File: src/gs5x8_pkg.sv
// ----------------------------------------------------------------------------
// gs5x8_pkg
// Shared types, constants and the 5x8 font for the glyph scaler.
// ----------------------------------------------------------------------------
package gs5x8_pkg;

   localparam int GLYPH_COLUMNS = 5;
   localparam int GLYPH_BITS    = 8 * GLYPH_COLUMNS;

   // addresses cover the largest buffer (4096 bytes) and the largest unwrapped
   // address that the parameter ranges allow
   localparam int ADDR_W = 12;

   localparam int CNT_W = 4;
   localparam logic [CNT_W-1:0] ROW_LAST_SINGLE = CNT_W'(GLYPH_COLUMNS - 1);
   localparam logic [CNT_W-1:0] ROW_LAST_DOUBLE = CNT_W'(2 * GLYPH_COLUMNS - 1);

   localparam logic [7:0] CODE_FIRST  = 8'h20;
   localparam logic [7:0] CODE_LAST   = 8'h7E;
   localparam logic [7:0] CODE_SUBST  = 8'h23;
   localparam logic [7:0] LOWER_FIRST = 8'h61;
   localparam logic [7:0] LOWER_LAST  = 8'h7A;
   localparam logic [7:0] CASE_OFFSET = 8'h20;

   localparam logic [1:0] SCALE_DOUBLE = 2'd2;

   localparam logic CSR_IDX_LOWERCASE = 1'b0;

   // one glyph job handed from the front to the back
   typedef struct packed {
      logic [GLYPH_BITS-1:0] cols;     // column 0 in the top byte
      logic                  dbl;
      logic [ADDR_W-1:0]     wrap_hi;
      logic [ADDR_W-1:0]     unw_hi;
      logic [ADDR_W-1:0]     wrap_lo;
      logic [ADDR_W-1:0]     unw_lo;
   } job_type;

   function automatic logic [7:0] column_byte(logic [GLYPH_BITS-1:0] cols, logic [2:0] col);
      logic [7:0] b;
      case (col)
         3'd0: b = cols[39:32];
         3'd1: b = cols[31:24];
         3'd2: b = cols[23:16];
         3'd3: b = cols[15:8];
         3'd4: b = cols[7:0];
         default: b = 8'h00;
      endcase
      return b;
   endfunction

   function automatic logic [GLYPH_BITS-1:0] glyph_cols(logic [6:0] idx);
      logic [GLYPH_BITS-1:0] g;
      case (idx)
         7'd0:  g = 40'h0000000000;
         7'd1:  g = 40'h000CBE0C00;
         7'd2:  g = 40'h0E06000E06;
         7'd3:  g = 40'h48FC48FC48;
         7'd4:  g = 40'h4856D42400;
         7'd5:  g = 40'hC62610C8C6;
         7'd6:  g = 40'h6C92AC40A0;
         7'd7:  g = 40'h000E060000;
         7'd8:  g = 40'h007C820000;
         7'd9:  g = 40'h00827C0000;
         7'd10: g = 40'h107C387C10;
         7'd11: g = 40'h10107C1010;
         7'd12: g = 40'h00E0600000;
         7'd13: g = 40'h1010101010;
         7'd14: g = 40'h0060600000;
         7'd15: g = 40'h4020100804;
         7'd16: g = 40'h7CA2928A7C;
         7'd17: g = 40'h0084FE8000;
         7'd18: g = 40'hC4A292928C;
         7'd19: g = 40'h449292926C;
         7'd20: g = 40'h302824FE20;
         7'd21: g = 40'h5E92929262;
         7'd22: g = 40'h7894929260;
         7'd23: g = 40'h02E2120A06;
         7'd24: g = 40'h6C9292926C;
         7'd25: g = 40'h0C9292523C;
         7'd26: g = 40'h006C6C0000;
         7'd27: g = 40'h00EC6C0000;
         7'd28: g = 40'h1028448200;
         7'd29: g = 40'h4848484848;
         7'd30: g = 40'h0082442810;
         7'd31: g = 40'h0402B2120C;
         7'd32: g = 40'h7C82BAAA3C;
         7'd33: g = 40'hFC222222FC;
         7'd34: g = 40'hFE9292926C;
         7'd35: g = 40'h7C82828244;
         7'd36: g = 40'hFE8282827C;
         7'd37: g = 40'hFE92929282;
         7'd38: g = 40'hFE12121202;
         7'd39: g = 40'h7C829292F4;
         7'd40: g = 40'hFE101010FE;
         7'd41: g = 40'h0082FE8200;
         7'd42: g = 40'h608080807E;
         7'd43: g = 40'hFE10284482;
         7'd44: g = 40'hFE80808080;
         7'd45: g = 40'hFE040804FE;
         7'd46: g = 40'hFE040810FE;
         7'd47: g = 40'h7C8282827C;
         7'd48: g = 40'hFE1212120C;
         7'd49: g = 40'h7C82A242BC;
         7'd50: g = 40'hFE121232CC;
         7'd51: g = 40'h4C92929264;
         7'd52: g = 40'h0202FE0202;
         7'd53: g = 40'h7E8080807E;
         7'd54: g = 40'h3E4080403E;
         7'd55: g = 40'h7E8078807E;
         7'd56: g = 40'hC6281028C6;
         7'd57: g = 40'h0E10E0100E;
         7'd58: g = 40'hE2928A8600;
         7'd59: g = 40'h00FE828200;
         7'd60: g = 40'h0408102040;
         7'd61: g = 40'h008282FE00;
         7'd62: g = 40'h0804020408;
         7'd63: g = 40'h8080808080;
         7'd64: g = 40'h00060E0000;
         7'd65: g = 40'h40A8A8A8F0;
         7'd66: g = 40'hFE88888870;
         7'd67: g = 40'h7088888800;
         7'd68: g = 40'h70888888FE;
         7'd69: g = 40'h70A8A8A810;
         7'd70: g = 40'h10FC121200;
         7'd71: g = 40'h10A8A8A878;
         7'd72: g = 40'hFE0808F000;
         7'd73: g = 40'h0000FA8000;
         7'd74: g = 40'h4080887A00;
         7'd75: g = 40'hFE20508800;
         7'd76: g = 40'h0000FE8000;
         7'd77: g = 40'hF8083008F0;
         7'd78: g = 40'hF80808F000;
         7'd79: g = 40'h7088888870;
         7'd80: g = 40'hF828282810;
         7'd81: g = 40'h70888888F8;
         7'd82: g = 40'h88F0880810;
         7'd83: g = 40'h10A8A8A840;
         7'd84: g = 40'h087C884800;
         7'd85: g = 40'h788040F800;
         7'd86: g = 40'h3840804038;
         7'd87: g = 40'h78C060C078;
         7'd88: g = 40'h8850205088;
         7'd89: g = 40'h3840C07800;
         7'd90: g = 40'hC8A8A89800;
         7'd91: g = 40'h107C828200;
         7'd92: g = 40'h0000FF0000;
         7'd93: g = 40'h0082827C10;
         7'd94: g = 40'h0402040200;
         default: g = '0;
      endcase
      return g;
   endfunction

endpackage

File: src/gs5x8_queue.sv
// ----------------------------------------------------------------------------
// gs5x8_queue
// Two-entry job queue between the front and the back.
// ----------------------------------------------------------------------------
module gs5x8_queue (
   input  logic                clock,
   input  logic                reset,
   input  logic                push,
   input  gs5x8_pkg::job_type  push_job,
   output logic                full,
   input  logic                pop,
   output gs5x8_pkg::job_type  head_job,
   output logic                empty
);

   localparam int DEPTH = 2;

   gs5x8_pkg::job_type  entry_ff [DEPTH];
   logic                wr_ptr_ff, wr_ptr_in;
   logic                rd_ptr_ff, rd_ptr_in;
   logic [1:0]          count_ff, count_in;

   assign full     = (count_ff == 2'(DEPTH));
   assign empty    = (count_ff == 2'd0);
   assign head_job = entry_ff[rd_ptr_ff];

   always_comb begin
      wr_ptr_in = push ? !wr_ptr_ff : wr_ptr_ff;
      rd_ptr_in = pop ? !rd_ptr_ff : rd_ptr_ff;
      count_in  = count_ff;
      if (push && !pop) begin
         count_in = count_ff + 2'd1;
      end else if (pop && !push) begin
         count_in = count_ff - 2'd1;
      end
   end

   always_ff @(posedge clock) begin
      if (reset) begin
         wr_ptr_ff <= 1'b0;
         rd_ptr_ff <= 1'b0;
         count_ff  <= 2'd0;
      end else begin
         wr_ptr_ff <= wr_ptr_in;
         rd_ptr_ff <= rd_ptr_in;
         count_ff  <= count_in;
      end
   end

   always_ff @(posedge clock) begin
      if (push) begin
         entry_ff[wr_ptr_ff] <= push_job;
      end
   end

endmodule

File: config.mk
export PLATFORM = sky130hd
export DESIGN_NAME = gs5x8_queue
export DESIGN_NICKNAME = d
export VERILOG_FILES = /design/src/gs5x8_pkg.sv /design/src/gs5x8_queue.sv
export SDC_FILE = /design/constraint.sdc
export NUM_CORES = 1
export LEC_CHECK = 0
export BUFFER_PORTS_ARGS = -buffer_cell sky130_fd_sc_hd__buf_2
export CAP_MARGIN = 10
export CORE_ASPECT_RATIO = 1.75
export CORE_MARGIN = 5
export CORE_UTILIZATION = 40
export DETAILED_ROUTE_END_ITERATION = 7
export PLACE_DENSITY_LB_ADDON = 0.3
export SYNTH_ARGS = -nofsm -noshare
export SYNTH_HDL_FRONTEND = slang
export SYNTH_SLANG_ARGS = --single-unit
File: constraint.sdc
create_clock -name clock -period 6.85 [get_ports clock]
set_input_delay 0.3425 -clock clock [delete_from_list [all_inputs] [get_ports clock]]
set_output_delay 0.3425 -clock clock [all_outputs]
set_load 0.03 [all_outputs]
# [Word-level counts from Yosys, hierarchy flattened]
# Memory sizes are Yosys's and may differ from the RTL's. A register that Yosys moved wholly into a read port is not among the register bits.
# Index checks and enable logic that the tools add are counted.
[classes] n_addsub=2 n_eq_ne=1 n_mux=6 n_reduce_logical=8
[ops] op="zero test 1 bit" n=4
[ops] op="two-way mux 1 bit" n=4
[ops] op="two-way mux 2 bit" n=2
[ops] op="adder 2 x 1 -> 2 bit, second input constant" n=1
[ops] op="equality test 2 bit, second input constant" n=1
[ops] op="logical AND 1 bit" n=2
[ops] op="zero test 2 bit" n=1
[ops] op="nonzero test 2 bit" n=1
[ops] op="subtractor 2 x 1 -> 2 bit, second input constant" n=1
[totals] reg_bits=4 ramBits=178 inputBits=93 output_inout_bits=91 word_cells=21 memories=1
[mem_list] name="entry_ff" words=2 width=89 rd=1 rd_ports_with_merged_regs=1 wr=1 line_no="gs5x8_queue.sv:18" source="gs5x8_pkg::job_type entry_ff [DEPTH];"

# [Logic depth before layout (Yosys ltp)]
# Gate-level depths: netlist (run 1).
[logic_depth] ltp_word=4 depth_mapped=5 depth_no_buf=5

# [Worst setup path after synthesis (run 1)]
# No wires, ideal clock.
[synth_timing] kind="reg2reg" from="register wr_ptr_ff" to="memory entry_ff[0][0] in the netlist's numbering (enable)" setup_ns=0.548 t_arrival_ns=4.272 t_required_ns=6.302 slack_ns=2.030 path_stages_with_launch=2 path_buffers=0 synth_period_minus_slack_ns=4.820 cell_sequence="dfxtp_1 > nor2b_1"
[synth_lines] item="start: declaration" line_no="gs5x8_queue.sv:19" source="logic wr_ptr_ff, wr_ptr_in;"
[synth_lines] item="start signal: assignment" line_no="gs5x8_queue.sv:44" source="wr_ptr_ff <= wr_ptr_in;"
[synth_lines] item="end: declaration" line_no="gs5x8_queue.sv:18"
# Straight into the memory's write port.

==> results of run 1 <==
[synthesized netlist by cell type]
master	number	area, um^2
buf_6	3	33.8
and2_1	1	6.26
edfxtp_1	178	5350
mux2_2	79	890
xor2_1	2	17.5
buf_2	7	35.0
o21ai_0	1	5.00
nor2b_1	2	12.5
a21oi_1	1	5.00
ha_1	1	12.5
mux2_4	10	150
inv_1	1	3.75
or3_1	1	6.26
xnor2_1	2	17.5
dfxtp_1	5	100
nor2_1	5	18.8
[critical path, stage by stage, from the launching register on]
cell and delay [ns]:
dfxtp_4 0.69, buf_4 0.69, mux2_2 0.42, buf_2 0.18
[cell families after synthesis]
| kind of cell | count (synthesis) |
|---|---|
| xor gates and xnor gates | 4 |
| DFF | 183 |
| adders and majority gates | 1 |
| AOI/OAI and AO/OA | 2 |
| muxes | 89 |
| and+or+nand+nor | 9 |
| buffers and inverters | 11 |
[layout by cell type (no fill, tap or decap)]
cell,netlist,routed
inv_6,0,4
dfxtp_4,0,1
mux2_4,10,10
mux2_2,79,79
clkinv_1,0,1
clkinvlp_4,0,1
clkinv_8,0,1
nor2b_4,0,1
clkinv_4,0,4
dfxtp_1,5,4
or3_1,1,1
a21oi_1,1,1
xor2_1,2,2
inv_1,1,1
inv_8,0,3
buf_4,0,3
diode_2,0,2
and2_4,0,1
clkbuf_16,0,17
nor2b_1,2,1
ha_1,1,1
buf_2,7,183
clkinv_2,0,1
o21ai_0,1,1
edfxtp_1,178,178
nor2_1,5,5
xnor2_1,2,2
[power breakdown]
group	internal, uW	switching [uW]	total (uW)
registers	1310	25.3	1330
clock network	479	430	910
logic	126	226	353
total	1910	682	2590
[layout make-up]
cell class / instances / area share
Sequential cell: 183 / 0.650
Multi-Input combinational cell: 105 / 0.137
Timing Repair Buffer: 186 / 0.112
Clock buffer: 17 / 0.0507
Tap cell: 224 / 0.0334
Clock inverter: 15 / 0.0163
Antenna cell: 2 / 0.000597
Inverter: 1 / 0.000447
[sequential cells by signal (all words and copies together), names as in the netlist, named ones only]
| register | count |
|---|---|
| wr_ptr_ff | 1 |
| rd_ptr_ff | 1 |
| entry_ff | 178 |
| count_ff | 2 |
[metrics by stage]
stage	worst slack, ns	std cells	hold slack (ns)	power (uW)
after floorplan	2.03	299	0.412	1600
after global placement	4.50	699	0.479	1710
after detailed placement	4.46	699	0.504	1720
after CTS	3.99	731	0.0889	2630
after global routing	3.93	732	0.0787	2710
final	4.09	733	0.105	2590
[worst max-delay path by stage]
| stage | start | to | slack (ns) | cells past startpoint |
|---|---|---|---|---|
| 2_1_floorplan | wr_ptr_ff | entry_ff[0][0] | 2.03 | 1 |
| 3_3_place_gp | register | head_job[49] | 4.50 | 3 |
| 3_5_place_dp | register | head_job[49] | 4.46 | 3 |
| 4_1_cts | register | head_job[49] | 3.99 | 3 |
| 5_1_grt | register | head_job[49] | 3.93 | 3 |
| 6_report | register | head_job[40] | 4.09 | 3 |
[routing by layer]
metal,vias up,part of all wire,GRT usage
met5,-,0.0039,0
met1,1684,0.33,0.130
met4,8,0.025,0.0657
met2,107,0.58,0.252
met3,26,0.064,0.0484
li1,1571,-,-
==> run_results.csv, run 1 <==
group,metric,value,unit
run_status,outcome,"complete, no violations",
synth,postSynthCellCount,299,
placed_design,io_buffers,183,
final_layout,fillers,1395,
placed_design,dpl-instance-area,7820,um^2
placed_design,dpl.hpwl,8910,um
synth,yosysWarnings,0,
critical_path,r2r_start,"wr_ptr_ff",
power,vdd_ir_drop_max,0.172,mV
power,p_per_area,309,nW/um^2
clock_tree,cts_max_path_buffers,2,
clock_tree,clock_tree.root_cell,"clkbuf_16",
sta,slew_headroom,0.321,
final_layout,fin_util,0.513,
clock_tree,ctsHoldBuffers,0,
global_route,antenna_found_initial,6,
final_layout,stdcell_area,8390,um^2
global_route,gr-usage-all-layers,0.136,
floorplanning,dieArea,19400,um^2
final_layout,drive_gt1_frac,0.609,
global_route,grt_pass1_wl,19600,um
clock_tree,clk_pin_slew,0.07,ns
hold_path,holdPathEnd,"entry_ff[0][17]",
final_layout,syn_to_final_growth,26.0,%
sta,fmax,362,MHz
detailed_routing,ant_nets,0,
sta,finalSetupViolations,0,
detailed_routing,viasPerCell,4.63,
clock_tree,cts_max_level,4,
clock_tree,tritoncts,"done",
sta,setup_tns,0,ns
final_layout,layout.nets,588,
detailed_routing,drc_errors,0,
sta,worst_pin_slew,1.02,ns
critical_path,worst-path-max-fanout,51,
placed_design,gp_congestion,0.721,
synth,synthMuxAreaShare,0.156,
global_route,grt_max_degree,74,
detailed_routing,routed_wl,13000,um
critical_path,worstPathArrival,2.42,ns
hold_path,hold_class,"in2reg",
critical_path,regToRegEndpoint,"entry_ff[0][49]",
hold_path,worstHoldStart,"push_job[17]",
detailed_routing,first_pass_iters,4,
clock_tree,ctsResizeCount,0,
critical_path,critical_path_class,"reg2out",
detailed_routing,drt-wirelength-per-cell,17.8,um
power,p_leak,0.00315,uW
flow_run,drv_cap,0,
hold_path,hold_depth,1,
synth,synth_compound_area_frac,0.00150,
clock_tree,cts_setup_buffers,0,
sta,finalHoldViolCount,0,
floorplanning,core_area,16400,um^2
synth,yosys.area_share.xor_xnor,0.00526,
detailed_routing,vias,3396,
synth,yosysUniqueCellTypes,16,
critical_path,crit_path_end_kind,"primary output",
floorplanning,start_util,0.407,
sta,min_period,2.76,ns
synth,synthSimpleGateAreaFrac,0.00658,
synth,mappedNetlistArea,6660,um^2
synth,synth_fa_ha_area_frac,0.00188,
final_layout,regArea,5450,um^2
clock_tree,cts_buffers,17,
floorplanning,die_w,108,um
critical_path,ff2ff_setup_slack,4.75,ns
clock_tree,cts.sinks,183,
synth,synth_fp_nets,393,
critical_path,crit_path_start_kind,"register",
final_layout,multi_input_area,1150,um^2
floorplanning,ioPinCount,184,
clock_tree,worstSkewPairLatency,0.42,ns
sta,rsz0062_at_grt,"false",
floorplanning,die-height,181,um
synth,synth-seq-area-share,0.818,
global_route,grt_overflow,0,
synth,synth_top_family_by_area,"multiplexers",
critical_path,r2r.worst_path.cells,2,
global_route,grt_pass1_vias,3733,
critical_path,required,6.51,ns
synth,avgSynthCellArea,22.3,um^2
floorplanning,placementRows,62,
synth,synth-seq-cells,183,
sta,clock_skew,0.0105,ns
sta,final_max_slew_viol_count,0,
sta,fin_crit_sh,0.403,
detailed_routing,drt_iter0_drc,137,
(Power assumes the default switching activity.)
==> run 2, diff against run 1 <==
==> constraint.sdc (replaced) <==
create_clock -name clock -period 2.8 [get_ports clock]
set_input_delay 0.14 -clock clock [delete_from_list [all_inputs] [get_ports clock]]
set_output_delay 0.14 -clock clock [all_outputs]
set_load 0.03 [all_outputs]
==> run_results.csv, run 2 (synthesis results as in run 1) <==
group,metric,value,unit
final_layout,reg_top3,"entry_ff x178, count_ff x2",
floorplanning,die_w,108,um
detailed_routing,drt-wirelength-per-cell,16.6,um
power,pwr-share-clk,0.351,
floorplanning,ioPinCount,184,
final_layout,fillers,1269,
clock_tree,tritoncts,"done",
final_layout,layout_common_cells,"buf_2 (183), edfxtp_1 (178), dlygate4sd3_1 (92)",
critical_path,crit_path_start_kind,"register",
final_layout,fin_util,0.572,
sta,finalSetupViolations,0,
sta,min_period,2.13,ns
clock_tree,cts_max_path_buffers,2,
sta,clock_skew,0.00901,ns
placed_design,io_buffers,183,
detailed_routing,viasPerCell,4.57,
global_route,grt_pass1_wl,21200,um
power,combPwrFrac,0.152,
clock_tree,cts_buffers,17,
detailed_routing,first_pass_iters,4,
detailed_routing,drt_iter0_drc,135,
critical_path,ff2ff_setup_slack,1.21,ns
power,p_sw_frac,0.248,
placed_design,gp_congestion,0.716,
clock_tree,worstSkewPairLatency,0.41,ns
sta,fin_crit_sh,0.759,
power,p_total,6530,uW
sta,rsz0062_at_grt,"false",
floorplanning,dieArea,19400,um^2
power,vdd_ir_drop_max,0.538,mV
detailed_routing,ant_nets,0,
detailed_routing,routed_wl,13700,um
sta,worst_slack,0.675,ns
floorplanning,die-height,181,um
global_route,grt_max_degree,90,
sta,setup_tns,0,ns
global_route,grt_pass1_vias,4208,
critical_path,r2r_start,"wr_ptr_ff",
run_status,outcome,"complete, no violations",
power,power_switching,1620,uW
final_layout,top_register,"entry_ff",
sta,finalHoldViolCount,0,
final_layout,drive_gt1_frac,0.516,
floorplanning,placementRows,62,
critical_path,regToRegEndpoint,"entry_ff[1][38]",
critical_path,worst-path-max-fanout,28,
hold_path,hold_class,"in2reg",
critical_path,worstPathArrival,1.99,ns
final_layout,final_common_cell,"buf_2",
placed_design,pre_cts_slack,1.09,ns
critical_path,required,2.66,ns
power,p_int,4910,uW
sta,hold_slack,0.0527,ns
clock_tree,cts_max_level,4,
critical_path,crit_path_end,"head_job[36]",
floorplanning,core_area,16400,um^2
final_layout,largest_reg_flops,178,
flow_run,drv_cap,0,
clock_tree,clock_tree.root_cell,"clkbuf_16",
critical_path,critical_path_class,"reg2out",
clock_tree,clk_pin_slew,0.06,ns
sta,slew_headroom,0.655,
global_route,grt_overflow,0,
sta,worst_pin_slew,0.517,ns
critical_path,crit_path_end_kind,"primary output",
placed_design,dpl.hpwl,9080,um
detailed_routing,vias,3763,
final_layout,layout.nets,682,
clock_tree,cts.sinks,183,
sta,fmax,471,MHz
critical_path,r2r.worst_path.cells,2,
clock_tree,ctsResizeCount,0,
power,seqPwrFrac,0.497,
floorplanning,start_util,0.407,
sta,final_max_slew_viol_count,0,
global_route,antenna_found_initial,2,
hold_path,worstHoldStart,"push",
global_route,gr-usage-all-layers,0.144,
power,p_leak,0.00354,uW
final_layout,syn_to_final_growth,40.7,%
power,p_per_area,697,nW/um^2
detailed_routing,drc_errors,0,
run 2: power groups by stage:
stage | registers (uW) | clock network [uW] | logic [uW]
global route | 3260 | 2470 | 1050
global placement | 3300 | 0 | 888
floorplan | 3280 | 0 | 621
finish | 3250 | 2290 | 991
CTS | 3250 | 2350 | 1010
detailed placement | 3310 | 0 | 901
run 2: cell type report:
type                       instances  area (um^2)  share of cell area
tap                              224          280              0.0299
timing repair buffer             280         1910               0.204
clock inverter                    13          145              0.0155
clock buffer                      17          425              0.0454
inverter                           1         3.75            0.000401
sequential                       183         5450               0.582
multi-input combinational        105         1150               0.123
antenna                            1         2.50            0.000267
run 2: how the worst min path moves through the flow:
stage | to | depth (start not counted) | slack [ns]
floorplan | count_ff[1] | 1 | 0.21
global placement | entry_ff[1][80] | 1 | 0.33
detailed placement | entry_ff[1][47] | 1 | 0.33
CTS | wr_ptr_ff | 3 | 0.04
global route | wr_ptr_ff | 3 | 0.11
finish | wr_ptr_ff | 3 | 0.05
run 2: critical path: stages (launching register included):
cell and delay, ns:
dfxtp_4 0.60, buf_4 0.39, mux2_2 0.38, buf_2 0.18
run 2: routing by layer:
metal / GRT usage / vias to the layer above / wire, um
met5: 0 / - / 13
met4: 0.0728 / 2 / 414
li1: - / 1756 / -
met3: 0.0344 / 26 / 656
met2: 0.270 / 126 / 7940
met1: 0.142 / 1853 / 4650
run 2: per-stage QoR:
| stage | cell area [um^2] | cells |
|---|---|---|
| final | 9370 | 824 |
| after global routing | 9370 | 824 |
| after CTS | 9370 | 823 |
| after detailed placement | 7880 | 701 |
| after global placement | 7880 | 701 |
| after floorplan | 6670 | 299 |
run 2: timing repair:
item | 4_1_cts | 5_1_grt
hold buffers | 92 | 0
hold endpoints to repair | 183 | 0
setup buffers | 0 | 0
