$ cat src/gs5x8_pkg.sv
// ----------------------------------------------------------------------------
// gs5x8_pkg
// Shared types, constants and the 5x8 font for the glyph scaler.
// ----------------------------------------------------------------------------
package gs5x8_pkg;

   localparam int GLYPH_COLUMNS = 5;
   localparam int GLYPH_BITS    = 8 * GLYPH_COLUMNS;

   // addresses cover the largest buffer (4096 bytes) and the largest unwrapped
   // address that the parameter ranges allow
   localparam int ADDR_W = 12;

   localparam int CNT_W = 4;
   localparam logic [CNT_W-1:0] ROW_LAST_SINGLE = CNT_W'(GLYPH_COLUMNS - 1);
   localparam logic [CNT_W-1:0] ROW_LAST_DOUBLE = CNT_W'(2 * GLYPH_COLUMNS - 1);

   localparam logic [7:0] CODE_FIRST  = 8'h20;
   localparam logic [7:0] CODE_LAST   = 8'h7E;
   localparam logic [7:0] CODE_SUBST  = 8'h23;
   localparam logic [7:0] LOWER_FIRST = 8'h61;
   localparam logic [7:0] LOWER_LAST  = 8'h7A;
   localparam logic [7:0] CASE_OFFSET = 8'h20;

   localparam logic [1:0] SCALE_DOUBLE = 2'd2;

   localparam logic CSR_IDX_LOWERCASE = 1'b0;

   // one glyph job handed from the front to the back
   typedef struct packed {
      logic [GLYPH_BITS-1:0] cols;     // column 0 in the top byte
      logic                  dbl;
      logic [ADDR_W-1:0]     wrap_hi;
      logic [ADDR_W-1:0]     unw_hi;
      logic [ADDR_W-1:0]     wrap_lo;
      logic [ADDR_W-1:0]     unw_lo;
   } job_type;

   function automatic logic [7:0] column_byte(logic [GLYPH_BITS-1:0] cols, logic [2:0] col);
      logic [7:0] b;
      case (col)
         3'd0: b = cols[39:32];
         3'd1: b = cols[31:24];
         3'd2: b = cols[23:16];
         3'd3: b = cols[15:8];
         3'd4: b = cols[7:0];
         default: b = 8'h00;
      endcase
      return b;
   endfunction

   function automatic logic [GLYPH_BITS-1:0] glyph_cols(logic [6:0] idx);
      logic [GLYPH_BITS-1:0] g;
      case (idx)
         7'd0:  g = 40'h0000000000;
         7'd1:  g = 40'h000CBE0C00;
         7'd2:  g = 40'h0E06000E06;
         7'd3:  g = 40'h48FC48FC48;
         7'd4:  g = 40'h4856D42400;
         7'd5:  g = 40'hC62610C8C6;
         7'd6:  g = 40'h6C92AC40A0;
         7'd7:  g = 40'h000E060000;
         7'd8:  g = 40'h007C820000;
         7'd9:  g = 40'h00827C0000;
         7'd10: g = 40'h107C387C10;
         7'd11: g = 40'h10107C1010;
         7'd12: g = 40'h00E0600000;
         7'd13: g = 40'h1010101010;
         7'd14: g = 40'h0060600000;
         7'd15: g = 40'h4020100804;
         7'd16: g = 40'h7CA2928A7C;
         7'd17: g = 40'h0084FE8000;
         7'd18: g = 40'hC4A292928C;
         7'd19: g = 40'h449292926C;
         7'd20: g = 40'h302824FE20;
         7'd21: g = 40'h5E92929262;
         7'd22: g = 40'h7894929260;
         7'd23: g = 40'h02E2120A06;
         7'd24: g = 40'h6C9292926C;
         7'd25: g = 40'h0C9292523C;
         7'd26: g = 40'h006C6C0000;
         7'd27: g = 40'h00EC6C0000;
         7'd28: g = 40'h1028448200;
         7'd29: g = 40'h4848484848;
         7'd30: g = 40'h0082442810;
         7'd31: g = 40'h0402B2120C;
         7'd32: g = 40'h7C82BAAA3C;
         7'd33: g = 40'hFC222222FC;
         7'd34: g = 40'hFE9292926C;
         7'd35: g = 40'h7C82828244;
         7'd36: g = 40'hFE8282827C;
         7'd37: g = 40'hFE92929282;
         7'd38: g = 40'hFE12121202;
         7'd39: g = 40'h7C829292F4;
         7'd40: g = 40'hFE101010FE;
         7'd41: g = 40'h0082FE8200;
         7'd42: g = 40'h608080807E;
         7'd43: g = 40'hFE10284482;
         7'd44: g = 40'hFE80808080;
         7'd45: g = 40'hFE040804FE;
         7'd46: g = 40'hFE040810FE;
         7'd47: g = 40'h7C8282827C;
         7'd48: g = 40'hFE1212120C;
         7'd49: g = 40'h7C82A242BC;
         7'd50: g = 40'hFE121232CC;
         7'd51: g = 40'h4C92929264;
         7'd52: g = 40'h0202FE0202;
         7'd53: g = 40'h7E8080807E;
         7'd54: g = 40'h3E4080403E;
         7'd55: g = 40'h7E8078807E;
         7'd56: g = 40'hC6281028C6;
         7'd57: g = 40'h0E10E0100E;
         7'd58: g = 40'hE2928A8600;
         7'd59: g = 40'h00FE828200;
         7'd60: g = 40'h0408102040;
         7'd61: g = 40'h008282FE00;
         7'd62: g = 40'h0804020408;
         7'd63: g = 40'h8080808080;
         7'd64: g = 40'h00060E0000;
         7'd65: g = 40'h40A8A8A8F0;
         7'd66: g = 40'hFE88888870;
         7'd67: g = 40'h7088888800;
         7'd68: g = 40'h70888888FE;
         7'd69: g = 40'h70A8A8A810;
         7'd70: g = 40'h10FC121200;
         7'd71: g = 40'h10A8A8A878;
         7'd72: g = 40'hFE0808F000;
         7'd73: g = 40'h0000FA8000;
         7'd74: g = 40'h4080887A00;
         7'd75: g = 40'hFE20508800;
         7'd76: g = 40'h0000FE8000;
         7'd77: g = 40'hF8083008F0;
         7'd78: g = 40'hF80808F000;
         7'd79: g = 40'h7088888870;
         7'd80: g = 40'hF828282810;
         7'd81: g = 40'h70888888F8;
         7'd82: g = 40'h88F0880810;
         7'd83: g = 40'h10A8A8A840;
         7'd84: g = 40'h087C884800;
         7'd85: g = 40'h788040F800;
         7'd86: g = 40'h3840804038;
         7'd87: g = 40'h78C060C078;
         7'd88: g = 40'h8850205088;
         7'd89: g = 40'h3840C07800;
         7'd90: g = 40'hC8A8A89800;
         7'd91: g = 40'h107C828200;
         7'd92: g = 40'h0000FF0000;
         7'd93: g = 40'h0082827C10;
         7'd94: g = 40'h0402040200;
         default: g = '0;
      endcase
      return g;
   endfunction

endpackage

$ cat src/gs5x8_back.sv
// ----------------------------------------------------------------------------
// gs5x8_back
// Walks the columns of one glyph job and, while rsp_stall is low, sends one
// pixel word per cycle into the result register.
// ----------------------------------------------------------------------------
module gs5x8_back #(
   parameter int FRAME_WIDTH = 128,
   parameter int FRAME_ROWS  = 64
) (
   input  logic                clock,
   input  logic                reset,
   input  gs5x8_pkg::job_type  head_job,
   input  logic                empty,
   output logic                pop,
   output logic                rsp_valid,
   input  logic                rsp_stall,
   output logic [7:0]          rsp_pixel_byte,
   output logic [9:0]          rsp_buffer_address,
   output logic                rsp_off_buffer,
   output logic                rsp_last
);

   localparam int BUF_BYTES = FRAME_WIDTH * FRAME_ROWS / 8;
   localparam int CMP_W     = gs5x8_pkg::ADDR_W + 1;

   function automatic logic [7:0] double_nibble(logic [3:0] nib);
      logic [7:0] r;
      for (int i = 0; i < 4; i++) begin
         r[2*i]   = nib[i];
         r[2*i+1] = nib[i];
      end
      return r;
   endfunction

   logic                          act_ff, act_in;
   gs5x8_pkg::job_type            job_ff, job_in;
   logic [gs5x8_pkg::CNT_W-1:0]   cnt_ff, cnt_in;
   logic                          lo_ff, lo_in;
   logic [gs5x8_pkg::ADDR_W-1:0]  wrap_ff, wrap_in;
   logic [gs5x8_pkg::ADDR_W-1:0]  unw_ff, unw_in;

   logic                          valid_ff, valid_in;
   logic [7:0]                    byte_ff, byte_in;
   logic [9:0]                    addr_ff, addr_in;
   logic                          off_ff, off_in;
   logic                          last_ff, last_in;

   gs5x8_pkg::job_type            cur;
   logic [gs5x8_pkg::CNT_W-1:0]   cur_cnt;
   logic                          cur_lo;
   logic [gs5x8_pkg::ADDR_W-1:0]  cur_wrap, cur_unw, wrap_inc;
   logic [2:0]                    col;
   logic [7:0]                    col_byte;
   logic                          out_free, emit, row_end;

   assign rsp_valid          = valid_ff;
   assign rsp_pixel_byte     = byte_ff;
   assign rsp_buffer_address = addr_ff;
   assign rsp_off_buffer     = off_ff;
   assign rsp_last           = last_ff;

   always_comb begin
      out_free = !valid_ff || !rsp_stall;
      emit     = out_free && (act_ff || !empty);
      pop      = out_free && !act_ff && !empty;

      // a fresh job starts straight from the queue head
      cur      = act_ff ? job_ff : head_job;
      cur_cnt  = act_ff ? cnt_ff : '0;
      cur_lo   = act_ff && lo_ff;
      cur_wrap = act_ff ? wrap_ff : head_job.wrap_hi;
      cur_unw  = act_ff ? unw_ff : head_job.unw_hi;

      col      = cur.dbl ? cur_cnt[3:1] : cur_cnt[2:0];
      col_byte = gs5x8_pkg::column_byte(cur.cols, col);
      row_end  = cur.dbl ? (cur_cnt == gs5x8_pkg::ROW_LAST_DOUBLE)
                         : (cur_cnt == gs5x8_pkg::ROW_LAST_SINGLE);

      wrap_inc = cur_wrap + gs5x8_pkg::ADDR_W'(1);
      if ({1'b0, wrap_inc} == CMP_W'(BUF_BYTES)) begin
         wrap_inc = '0;
      end

      byte_in = col_byte;
      if (cur.dbl) begin
         byte_in = cur_lo ? double_nibble(col_byte[7:4]) : double_nibble(col_byte[3:0]);
      end
      addr_in = cur_wrap[9:0];
      off_in  = ({1'b0, cur_unw} >= CMP_W'(BUF_BYTES));
      last_in = row_end && (!cur.dbl || cur_lo);

      act_in  = act_ff;
      job_in  = job_ff;
      cnt_in  = cnt_ff;
      lo_in   = lo_ff;
      wrap_in = wrap_ff;
      unw_in  = unw_ff;
      if (emit) begin
         job_in = cur;
         if (last_in) begin
            act_in = 1'b0;
         end else if (row_end) begin
            // upper page row done, continue in the page below
            act_in  = 1'b1;
            cnt_in  = '0;
            lo_in   = 1'b1;
            wrap_in = cur.wrap_lo;
            unw_in  = cur.unw_lo;
         end else begin
            act_in  = 1'b1;
            cnt_in  = cur_cnt + gs5x8_pkg::CNT_W'(1);
            lo_in   = cur_lo;
            wrap_in = wrap_inc;
            unw_in  = cur_unw + gs5x8_pkg::ADDR_W'(1);
         end
      end

      valid_in = emit || (valid_ff && rsp_stall);
   end

   always_ff @(posedge clock) begin
      if (reset) begin
         act_ff   <= 1'b0;
         valid_ff <= 1'b0;
      end else begin
         act_ff   <= act_in;
         valid_ff <= valid_in;
      end
   end

   always_ff @(posedge clock) begin
      job_ff  <= job_in;
      cnt_ff  <= cnt_in;
      lo_ff   <= lo_in;
      wrap_ff <= wrap_in;
      unw_ff  <= unw_in;
      if (emit) begin
         byte_ff <= byte_in;
         addr_ff <= addr_in;
         off_ff  <= off_in;
         last_ff <= last_in;
      end
   end

endmodule

$ cat config.mk
export PLATFORM = sky130hd
export DESIGN_NAME = gs5x8_back
export DESIGN_NICKNAME = d
export VERILOG_FILES = /design/src/gs5x8_pkg.sv /design/src/gs5x8_back.sv
export SDC_FILE = /design/constraint.sdc
export NUM_CORES = 1
export LEC_CHECK = 0
export CAP_MARGIN = 20
export CORE_UTILIZATION = 40
export DETAILED_ROUTE_END_ITERATION = 8
export DONT_BUFFER_PORTS = 1
export PLACE_DENSITY = 0.59
export SETUP_SLACK_MARGIN = 0.3
export SYNTH_ARGS = -nofsm -noshare
export SYNTH_HDL_FRONTEND = slang
export SYNTH_SLANG_ARGS = --single-unit
$ cat constraint.sdc
create_clock -name clock -period 11.76 [get_ports clock]
set_input_delay 1.176 -clock clock [delete_from_list [all_inputs] [get_ports clock]]
set_output_delay 1.176 -clock clock [all_outputs]
set_load 0.05 [all_outputs]
== Word-level counts from Yosys, hierarchy flattened ==
Cells that the tools add are included.

* Register bits: 140
* Logic and storage cells: 60
* Output and inout port bits: 22
* Bits of input ports: 93

* Reduce and logical (&&, ||, !) cells: 18
* Equality and inequality tests: 7
* Add/sub/neg operators: 3
* Multiplexer cells: 13
* $lt $le $gt $ge: 1
* Bitwise logic cells: 2

{| class="wikitable"
|+ Operators by type and width
! operator !! number
|-
| $mux 89 || 1
|-
| $mux 12 || 5
|-
| $pmux 8 s5 || 1
|-
| $add 12x1->12 const B || 2
|-
| $mux 8 || 2
|-
| $eq 12x11->1 const B || 1
|-
| $ge 12x11->1 const B || 1
|-
| $eq 3x2->1 const B || 2
|-
| $logic_and 1x1->1 || 6
|-
| $logic_not 1->1 || 5
|-
| $add 4x1->4 const B || 1
|-
| $eq 4x3->1 const B || 1
|-
| $eq 4x4->1 const B || 1
|-
| $logic_or 1x1->1 || 4
|-
| $mux 4 || 1
|-
| $reduce_and 2->1 || 2
|-
| $eq 3x1->1 const B || 1
|-
| $eq 3x3->1 const B || 1
|-
| $logic_not 3->1 || 1
|-
| $mux 3 || 1
|-
| $mux 1 || 2
|-
| $not 1->1 || 2
|}

== Longest topological paths before layout ==
Gate-level depths: netlist of run 1.

* Depth after elaboration: 6
* Mapped depth: 14
* Gate-level depth less buffers: 8

== Worst setup path after synthesis of run 1 ==
Ideal clock, no wire load.

* Path kind: in2reg
* From: input port rsp_stall
* To: register cnt_ff[0] (netlist bit) (enable)
* Required time: 11.340 ns
* Setup slack: 4.227 ns
* Arrival: 7.113 ns
* Library setup time: 0.420 ns
* Stages on the path: 2
* Path buffers: 0
* Path through: a22oi_1 -> nor2b_1

* Word-level cells in the longest chain between the ends: 4

{| class="wikitable"
|+ Ends and longest elaborated chain
! what !! line !! RTL
|-
| start, declared || gs5x8_back.sv:16 || <nowiki>input logic rsp_stall,</nowiki>
|-
| $logic_not 1->1 || gs5x8_back.sv:63 || <nowiki>out_free = !valid_ff || !rsp_stall;</nowiki>
|-
| $logic_or 1x1->1 || gs5x8_back.sv:63 ||
|-
| $logic_and 1x1->1 || gs5x8_back.sv:64 || <nowiki>emit = out_free && (act_ff || !empty);</nowiki>
|-
| $reduce_and 2->1 (no line) || -- ||
|-
| end signal, assigned || gs5x8_back.sv:133 || <nowiki>cnt_ff <= cnt_in;</nowiki>
|-
| end, declared || gs5x8_back.sv:37 || <nowiki>logic [gs5x8_pkg::CNT_W-1:0] cnt_ff, cnt_in;</nowiki>
|}

Every way passes these cells.
A chain may end at the register's enable or synchronous reset.

==> results by group, run 1 <==
STA
  • Final Skew: 0.00793 ns
  • Final Hold Fails: 0
  • Worst slew margin: 37.2%
  • Final setup fails: 0
  • Total negative slack: 0 ns
  • Final period util: 28.2%
  • Worst slew pin tran: 0.941 ns
  • Fmax: 301 MHz
  • Tmin final: 3.32 ns
  • Final Max Tran Viols: 0
  • RSZ-0062 raised after global routing: no
  • Final worst-path setup slack: 8.44 ns
  • WHS: 0.549 ns

Clocking
  • CTS H-tree depth: 4
  • Setup Fix Bufs, Post-CTS: 0
  • # hold bufs at CTS: 0
  • Clock Pin Slew Worst Setup and Hold Paths: 0.05 ns
  • Clock buffer depth: 2
  • Post-CTS sizing: 0
  • CTS root buffer: clkbuf_16
  • CTS buffer count: 17
  • Worst skew pair latency: 0.41 ns
  • Num Clock Sinks: 116
  • CTS tree: done

Detailed routing
  • DRC viols: 0
  • Violation count after the first detailed-route iteration: 302
  • DR vias: 3851
  • Routed wire length: 13400 um
  • DR pass1 iterations: 5
  • Vias per cell: 5.65
  • Routed length per instance: 19.7 um
  • Routed Antenna Nets: 0

Synth
  • Distinct cells, synth: 57
  • Largest area contributor in the netlist: edfxtp_1
  • Yosys reg bits: 116
  • Cells after synthesis: 482
  • Synth top area cells: edfxtp_1 (55%), mux2_2 (13%), mux2i_1 (4.5%)
  • Most common cell in the netlist: edfxtp_1
  • Most frequent cells after synthesis: edfxtp_1 (114), mux2_2 (72), mux2i_1 (28)
  • Post-Synthesis Cell Area: 6210 um2
  • Post-synth EDFFs: 114
  • Yosys warns: 0
  • Ys async rst share: 0%
  • Seq/Total Area, Yosys: 55.8%
  • Mean Syn Cell Area: 12.9 um2
  • Share of the synthesized area in the top cell type: 55.1%
  • Post-synthesis net count: 579
  • Post-synth top flop: edfxtp_1

Worst setup path
  • Reg-to-Reg Start: act_ff
  • Arrival time at the worst endpoint: 3.46 ns
  • Worst Path Class, Setup: reg -> reg
  • Critical Path RT: 11.90 ns
  • Worst setup SP type: flip-flop
  • Max FO, Critical Path: 69
  • Setup crit end kind: flip-flop
  • CP Launch Point: act_ff

Die
  • Die area: 16000 um2
  • Std-Cell Rows: 45
  • Core Area: 15200 um2
  • IO Pins: 115
  • Die height: 127 um
  • Initial core utilization: 40.8%
  • Die width: 127 um

Place
  • Placement Setup Slack: 8.43 ns
  • GPL Wtd Cong: 0.823
  • Input/output buffers: 0
  • DP HPWL: 9220 um

GRT
  • Largest net degree at the start of global routing: 70
  • Antenna violations before repair: 0
  • First-pass GRT wire length: 21600 um
  • Gr usage total: 18.0%
  • Total congestion overflow: 0
  • Vias in the first global route: 3967

Worst hold path
  • Worst min path class: reg -> reg
  • Worst hold path startpoint: job_ff[53]

Pwr
  • Peak VDD IR: 105 uV
  • Static leakage: 2.41 nW
  • PnR Total Power: 1.25 mW
  • Power per cell area: 181 nW/um2

Finish
  • Final nets: 577
  • Utilization after layout: 45.7%
  • Area Growth Syn to Fin: 11.8%
  • Layout cells sized above 1: 23.7%

Flow run
  • Max_cap viols: 0

Run status
  • Outcome: finished clean
==> per-stage QoR <==
stage	std cells	instance area [um2]
2_1_floorplan	482	6210
3_3_place_gp	649	6360
3_5_place_dp	649	6360
4_1_cts	681	6940
5_1_grt	681	6940
6_report	682	6940
==> cells in the final DEF (no fill, tap or decap), drive strengths merged, types with 9 or more instances in the layout <==
cell	instances
edfxtp	114
clkbuf	19
nand3	13
mux2	72
xnor2	12
a21oi	23
inv	21
nor2	20
nand2	24
mux2i	28
o2111ai	9
o21ai	10
==> metal layers <==
layer	global-route usage, %	vias up	wire, um
li1	-	1856	-
met1	22.5	1880	5980
met5	0	-	0
met2	28.2	108	6390
met4	6.59	0	119
met3	6.83	7	919
==> where the power goes <==
part           total (mW)  switching [mW]  internal, mW
combinational       0.156          0.0847        0.0711
clock               0.503           0.176         0.328
sequential          0.595          0.0685         0.527
total                1.25           0.329         0.926
==> worst max-delay path, stage by stage, from the launching register on <==
cell	delay (ns)
dfxtp_4	0.85
buf_4	0.80
mux2_2	0.42
nor2b_1	0.13
a2111oi_0	0.52
o22a_1	0.22
o21ai_0	0.07
==> flip-flops by register name, summed over array words and instances, names as in the netlist <==
| name | flops |
|---|---|
| job_ff | 65 |
| unw_ff | 12 |
| wrap_ff | 12 |
| rsp_buffer_address | 10 |
| rsp_pixel_byte | 8 |
| cnt_ff | 4 |
| act_ff | 1 |
| lo_ff | 1 |
| rsp_last | 1 |
| rsp_off_buffer | 1 |
| rsp_valid | 1 |
==> kinds of logic after synthesis <==
logic type / synth area share, %
adder cells (fa/ha/maj): 0.806
AND/OR/NAND/NOR: 9.81
buffers and inverters: 3.41
flip-flops: 55.8
multiplexers: 17.6
AO/OA/AOI/OAI: 9.95
XOR/XNOR: 2.68
==> path summary, 6_finish.rpt <==
kind / to / depth (start not counted) / slack (ns)
setup / recovery: rsp_pixel_byte[6] / 6 / 8.44
hold / removal: job_ff[53] / 2 / 0.55
setup reg to reg: rsp_pixel_byte[6] / 6 / 8.44
hold reg to reg: job_ff[53] / 2 / 0.55
==> area by class of cell <==
cell class                      instances  area [um2]
Clock buffer                           19         433
Tap cell                              188         235
Inverter                               21        78.8
Multi-Input combinational cell        319        2550
Clock inverter                         13         140
Timing Repair Buffer                    5        37.5
Sequential cell                       116        3470
Antenna cell                            1        2.50
Fill cell                            1399        8260
(Power assumes the default switching activity.)
==> run 2: changes to the inputs <==
==> constraint.sdc (replaced) <==
create_clock -name clock -period 3.25 [get_ports clock]
set_input_delay 0.325 -clock clock [delete_from_list [all_inputs] [get_ports clock]]
set_output_delay 0.325 -clock clock [all_outputs]
set_load 0.05 [all_outputs]
==> run 2 against run 1 <==
Compared with the run above: first-iteration DRC count grew 40%; final cell count grew 0.59%; non-clock buffer count grew 6; cell area grew 0.74%; fmax grew 24%; global-route usage grew 0.20 points; worst hold slack lost 0.42 ns; die area is the same; core utilization grew 0.34 points; critical endpoint is now wrap_ff[0].
==> results by group, run 2 (synthesized netlist as in run 1, its figures left out) <==
GRT
  • Antenna violations before repair: 2 (was 0)
  • Total congestion overflow: 0 (unchanged)
  • First-pass GRT wire length: 21800 um (was 21600 um)
  • Gr usage total: 18.2% (was 18.0%)
  • Largest net degree at the start of global routing: 86 (was 70)
  • Vias in the first global route: 3924 (was 3967)

Finish
  • Largest register by flop count: job_ff (unchanged)
  • Fill cells: 1359 (was 1399)
  • Commonest non-fill, non-tap cell in the layout: edfxtp_1 (unchanged)
  • Max FFs per register: 65 (unchanged)
  • Multi-input logic area: 2550 um2 (about the same)
  • Layout cells sized above 1: 24.0% (was 23.7%)
  • Post-route insts no fill: 686 (was 682)
  • Most frequent cells in the layout: edfxtp_1 (114), mux2_2 (72), mux2i_1 (28), nand2_1 (24), a21oi_1 (23) (unchanged)
  • Final nets: 583 (was 577)
  • Utilization after layout: 46.0% (was 45.7%)
  • Top flop regs: job_ff: 65 flops, unw_ff: 12 flops, wrap_ff: 12 flops (unchanged)
  • Area Growth Syn to Fin: 12.6% (was 11.8%)
  • Register Area: 3470 um2 (about the same)

STA
  • Final Hold Fails: 0 (unchanged)
  • Final setup fails: 0 (unchanged)
  • Final period util: 82.3% (was 28.2%)
  • Fmax: 374 MHz (was 301 MHz)
  • WHS: 0.129 ns (was 0.549 ns)
  • Worst slew pin tran: 0.939 ns (was 0.941 ns)
  • Worst slew margin: 37.3% (was 37.2%)
  • Tmin final: 2.67 ns (was 3.32 ns)
  • Final Skew: 0.00557 ns (was 0.00793 ns)
  • Final Max Tran Viols: 0 (unchanged)
  • Total negative slack: 0 ns (unchanged)
  • RSZ-0062 raised after global routing: no (unchanged)

Die
  • Die width: 127 um (unchanged)
  • Die area: 16000 um2 (unchanged)
  • Core Area: 15200 um2 (unchanged)
  • Std-Cell Rows: 45 (unchanged)
  • IO Pins: 115 (unchanged)
  • Die height: 127 um (unchanged)
  • Initial core utilization: 40.8% (unchanged)

Detailed routing
  • Routed length per instance: 20.4 um (was 19.7 um)
  • Routed wire length: 14000 um (was 13400 um)
  • Violation count after the first detailed-route iteration: 422 (was 302)
  • Routed Antenna Nets: 0 (unchanged)
  • Vias per cell: 5.79 (was 5.65)
  • DR vias: 3974 (was 3851)
  • DR pass1 iterations: 5 (unchanged)
  • DRC viols: 0 (unchanged)

Pwr
  • Sw power: 1.20 mW (was 329 uW)
  • Clock power share: 38.7% (was 40.1%)
  • Peak VDD IR: 360 uV (was 105 uV)
  • Static leakage: 2.43 nW (was 2.41 nW)
  • Power per cell area: 639 nW/um2 (was 181 nW/um2)
  • Sw Share: 26.8% (was 26.2%)
  • Comb pwr share: 13.4% (was 12.4%)
  • Reg power frac: 47.9% (was 47.5%)
  • Pint: 3.27 mW (was 926 uW)

Place
  • Placed Instances: 653 (was 649)
  • Input/output buffers: 0 (unchanged)
  • DP HPWL: 9600 um (was 9220 um)
  • GPL Wtd Cong: 0.822 (was 0.823)

Clocking
  • Num Clock Sinks: 116 (unchanged)
  • Clock buffer depth: 2 (unchanged)
  • CTS tree: done (unchanged)
  • Clock Pin Slew Worst Setup and Hold Paths: 0.05 ns (about the same)
  • CTS H-tree depth: 4 (unchanged)
  • Worst skew pair latency: 0.41 ns (about the same)
  • CTS root buffer: clkbuf_16 (unchanged)
  • Post-CTS sizing: 0 (unchanged)
  • CTS buffer count: 17 (unchanged)

Worst setup path
  • Reg-to-Reg Start: act_ff (unchanged)
  • R2r worst-path depth: 8 (was 6)
  • Arrival time at the worst endpoint: 2.93 ns (was 3.46 ns)
  • Worst Path Class, Setup: reg -> reg (unchanged)
  • Reg2reg end: wrap_ff[0] (was rsp_pixel_byte[6])
  • CP Launch Point: act_ff (unchanged)
  • Setup crit end kind: flip-flop (unchanged)
  • Worst setup SP type: flip-flop (unchanged)
  • R2r setup slk: 0.58 ns (was 8.44 ns)
  • CP endpoint: wrap_ff[0] (was rsp_pixel_byte[6])
  • Max FO, Critical Path: 30 (was 69)
  • Critical Path RT: 3.51 ns (was 11.90 ns)

Run status
  • Outcome: finished clean (unchanged)

Flow run
  • Max_cap viols: 0 (unchanged)

Worst hold path
  • Worst hold path startpoint: head_job[86] (was job_ff[53])
  • Worst min path class: in -> reg (was reg -> reg)
==> run 2: power groups by stage <==
stage | registers [mW] | logic (mW) | clock network, mW
global placement | 2.16 | 0.581 | 0
detailed placement | 2.17 | 0.595 | 0
global route | 2.16 | 0.661 | 1.82
floorplan | 2.12 | 0.504 | 0
finish | 2.14 | 0.597 | 1.73
CTS | 2.14 | 0.600 | 1.75
==> run 2: worst min path at each step <==
stage	to	slack (ns)	cells after the start
floorplan	rsp_valid	0.39	1
global placement	rsp_valid	0.39	1
detailed placement	rsp_valid	0.39	1
CTS	job_ff[58]	0.11	1
global route	job_ff[59]	0.11	1
finish	job_ff[86]	0.13	2
==> run 2: through the flow <==
stage | setup slack (ns) | cell area, um2 | total power [mW]
finish | 0.576 | 6990 | 4.47
global route | 0.388 | 6990 | 4.64
CTS | 0.591 | 6990 | 4.50
detailed placement | 0.604 | 6440 | 2.76
global placement | 0.678 | 6440 | 2.74
floorplan | -1.29 | 6240 | 2.62
==> run 2: timing repair <==
action | 4_1_cts | 5_1_grt
hold buffers | 2 | 0
hold endpoints to repair | 2 | 0
setup buffers | 0 | 0
==> run 2: critical path, stage by stage, from the launching register on <==
cell,delay (ns)
dfxtp_4,0.56
mux2_2,0.42
ha_1,0.27
nand4b_1,0.17
a22oi_2,0.16
a31oi_1,0.24
and3b_1,0.21
o2111a_1,0.29
a211oi_2,0.19
==> run 2: cell type report <==
| cell class | count | share of cell area, % |
|---|---|---|
| diodes | 2 | 0.0716 |
| clock buffers | 19 | 6.19 |
| clock inverters | 10 | 1.32 |
| inverters | 21 | 1.16 |
| multi-input cells | 319 | 36.5 |
| flip-flops and latches | 116 | 49.6 |
| well taps | 188 | 3.36 |
| repair buffers | 11 | 1.79 |
==> run 2: layer usage <==
layer	up-vias	GRT usage [%]	wire length, um
li1	1870	-	-
met1	1949	23.3	6200
met2	135	27.9	6540
met3	20	6.83	1010
met4	0	6.80	237
met5	-	0	0
==> run 3: changes to the inputs <==
--- a/config.mk
+++ b/config.mk
@@ -9,7 +9,7 @@
 export CORE_UTILIZATION = 40
 export DETAILED_ROUTE_END_ITERATION = 8
 export DONT_BUFFER_PORTS = 1
-export PLACE_DENSITY = 0.59
+export PLACE_DENSITY = 0.61
 export SETUP_SLACK_MARGIN = 0.3
 export SYNTH_ARGS = -nofsm -noshare
 export SYNTH_HDL_FRONTEND = slang
==> constraint.sdc (replaced) <==
create_clock -name clock -period 2.3 [get_ports clock]
set_input_delay 0.23 -clock clock [delete_from_list [all_inputs] [get_ports clock]]
set_output_delay 0.23 -clock clock [all_outputs]
set_load 0.05 [all_outputs]
==> run 3 against run 2 <==
Compared with the run above: global-route usage grew 1.2 points; combinational power grew 130%; first-iteration DRC count grew 0.95%; highest routed layer unchanged.
==> results by group, run 3 (synthesized netlist as in run 1, its figures left out) <==
STA
  • Final setup fails: 0 (unchanged)
  • Final Max Tran Viols: 0 (unchanged)
  • Final period util: 99.8% (was 82.3%)
  • Fmax: 435 MHz (was 374 MHz)
  • Worst slew pin tran: 0.519 ns (was 0.939 ns)
  • Total negative slack: 0 ns (unchanged)
  • Worst slew margin: 65.4% (was 37.3%)
  • Tmin final: 2.30 ns (was 2.67 ns)
  • Final Hold Fails: 0 (unchanged)
  • RSZ-0062 raised after global routing: yes (was no)
  • Final Skew: 0.0100 ns (was 0.00557 ns)

Finish
  • Layout cells sized above 1: 45.3% (was 24.0%)
  • Most frequent cells in the layout: edfxtp_1 (114), mux2_2 (67), buf_4 (46), nand2_1 (22) (was edfxtp_1 (114), mux2_2 (72), mux2i_1 (28), nand2_1 (24), a21oi_1 (23))
  • Area Growth Syn to Fin: 35.7% (was 12.6%)
  • Top flop regs: job_ff: 65 flops, unw_ff: 12 flops, wrap_ff: 12 flops (unchanged)
  • Largest register by flop count: job_ff (unchanged)
  • Post-route insts no fill: 762 (was 686)
  • Commonest non-fill, non-tap cell in the layout: edfxtp_1 (unchanged)
  • Final nets: 658 (was 583)
  • Final Instance Area: 8430 um2 (was 6990 um2)
  • N_diodes: 0 (was 2)
  • Max FFs per register: 65 (unchanged)
  • Utilization after layout: 55.4% (was 46.0%)

Worst setup path
  • Most used cell, CP: buf_6
  • Max FO, Critical Path: 6 (was 30)
  • R2r worst-path depth: 9 (was 8)
  • Worst setup SP type: flip-flop (unchanged)
  • Worst Path Class, Setup: reg -> reg (unchanged)
  • Critical Path RT: 2.57 ns (was 3.51 ns)
  • Buf/Inv on CP: 4 (was 0)
  • Crit-path leading delay family: simple AND/OR/NAND/NOR gates (was compound AO/OA/AOI/OAI gates)
  • Levels on crit path: 9 (was 8)
  • Setup crit end kind: flip-flop (unchanged)
  • CP max stage cell: edfxtp_1 (was dfxtp_4)
  • Worst-path cell chain: buf_6 -> buf_6 -> buf_6 -> nor3b_4 -> buf_4 -> o2111ai_2 -> and4b_1 -> o22ai_2 -> o21bai_1 (was mux2_2 -> ha_1 -> nand4b_1 -> a22oi_2 -> a31oi_1 -> and3b_1 -> o2111a_1 -> a211oi_2)
  • Worst path max stage delay: 0.50 ns (was 0.56 ns)
  • Arrival time at the worst endpoint: 2.56 ns (was 2.93 ns)

Detailed routing
  • Routed wire length: 15800 um (was 14000 um)
  • DR pass1 iterations: 5 (unchanged)
  • DRC viols: 0 (unchanged)
  • Routed length per instance: 20.7 um (was 20.4 um)
  • Vias per cell: 5.73 (was 5.79)
  • DR vias: 4366 (was 3974)
  • Routed Antenna Nets: 0 (unchanged)
  • Violation count after the first detailed-route iteration: 426 (was 422)

Die
  • Die width: 127 um (unchanged)
  • Core Area: 15200 um2 (unchanged)
  • Initial core utilization: 40.8% (unchanged)
  • IO Pins: 115 (unchanged)
  • Die area: 16000 um2 (unchanged)
  • Die height: 127 um (unchanged)
  • Std-Cell Rows: 45 (unchanged)

Clocking
  • Clock Pin Slew Worst Setup and Hold Paths: 0.05 ns (about the same)
  • Clock buffer depth: 2 (unchanged)
  • Worst skew pair latency: 0.43 ns (was 0.41 ns)
  • CTS tree: done (unchanged)
  • CTS H-tree depth: 4 (unchanged)
  • CTS root buffer: clkbuf_16 (unchanged)
  • Num Clock Sinks: 116 (unchanged)
  • CTS buffer count: 17 (unchanged)

Pwr
  • Sw power: 1.90 mW (was 1.20 mW)
  • Clock power share: 38.1% (was 38.7%)
  • Static leakage: 3.04 nW (was 2.43 nW)
  • Pint: 5.19 mW (was 3.27 mW)
  • Peak VDD IR: 559 uV (was 360 uV)
  • Reg power frac: 42.6% (was 47.9%)
  • Power per cell area: 840 nW/um2 (was 639 nW/um2)
  • Comb pwr share: 19.3% (was 13.4%)
  • Sw Share: 26.8% (about the same)

Place
  • GPL Wtd Cong: 0.855 (was 0.822)
  • Input/output buffers: 0 (unchanged)
  • Placed Instances: 682 (was 653)
  • Area after DPL: 6740 um2 (was 6440 um2)
  • DP HPWL: 10200 um (was 9600 um)

GRT
  • GR peak layer: met2 (unchanged)
  • Antenna violations before repair: 0 (was 2)
  • M3 GR Usage: 5.48% (was 6.83%)
  • Gr usage total: 19.3% (was 18.2%)
  • Met1 Track Usage GR: 24.4% (was 23.3%)
  • Largest net degree at the start of global routing: 51 (was 86)
  • Vias in the first global route: 4331 (was 3924)
  • Total congestion overflow: 0 (unchanged)
  • First-pass GRT wire length: 23200 um (was 21800 um)
  • Grt met2 use: 30.4% (was 27.9%)

Worst hold path
  • Hold Crit Depth: 2 (unchanged)
  • Worst min path class: in -> reg (unchanged)

Flow run
  • Max_cap viols: 0 (unchanged)

Run status
  • Outcome: finished clean (unchanged)
[run 3: changes by cell type in the layout (fill, tap and decap cells not counted), moves of 5 or more]
cell       previous run  this run
buf_4                 6        46
buf_12                3         8
mux2i_4               0         6
mux2i_1              28        20
o2111ai_1             9         0
mux2_4                0         5
o21ai_0               9         2
mux2_2               72        67
o2111ai_2             0         6
buf_6                 0        17
[run 3: power by group through the flow]
stage          sequential, mW  combinational (mW)  clock, mW
3_5_place_dp             3.05               0.972          0
3_3_place_gp             3.04               0.955          0
4_1_cts                  3.01                1.16       2.73
5_1_grt                  3.04                1.47       2.81
6_report                 3.02                1.37       2.70
2_1_floorplan            2.99               0.730          0
[run 3: repair_timing]
item                       4_1_cts  5_1_grt
buffers inserted                21       17
hold endpoints to repair         4        0
gates resized for setup         61       63
hold buffers                     4        0
pin swaps                       29       35
setup endpoints to repair       98      143
gates cloned                     3        3
[run 3: worst paths after layout]
kind	from	end	slack (ns)
setup / recovery	job_ff[48]	rsp_pixel_byte[4]	0.003
hold / removal	head_job[86]	job_ff[86]	0.009
setup reg to reg	job_ff[48]	rsp_pixel_byte[4]	0.003
hold reg to reg	job_ff[1]	job_ff[1]	0.57
[run 3: stage by stage]
stage                     total power [mW]  hold WS [ns]  setup slack (ns)
after floorplan                       3.72         0.292             -2.24
after global placement                3.99         0.293           -0.0325
after detailed placement              4.02         0.296            -0.108
after CTS                             6.90       0.00132            0.0935
after global routing                  7.32        0.0180           -0.0674
final                                 7.08       0.00871           0.00349
[run 3: final cells by class]
cell class                 count  area [um2]
clock inverter                13         164
sequential                   116        3470
inverter                      21        83.8
timing repair buffer          86         998
multi-input combinational    319        3050
tap                          188         235
clock buffer                  19         433
fill                        1205        6770
[run 3: layer usage]
layer	routed length, um	vias up
li1	-	2031
met1	6730	2146
met2	7630	153
met3	1040	36
met4	416	0
met5	0	-
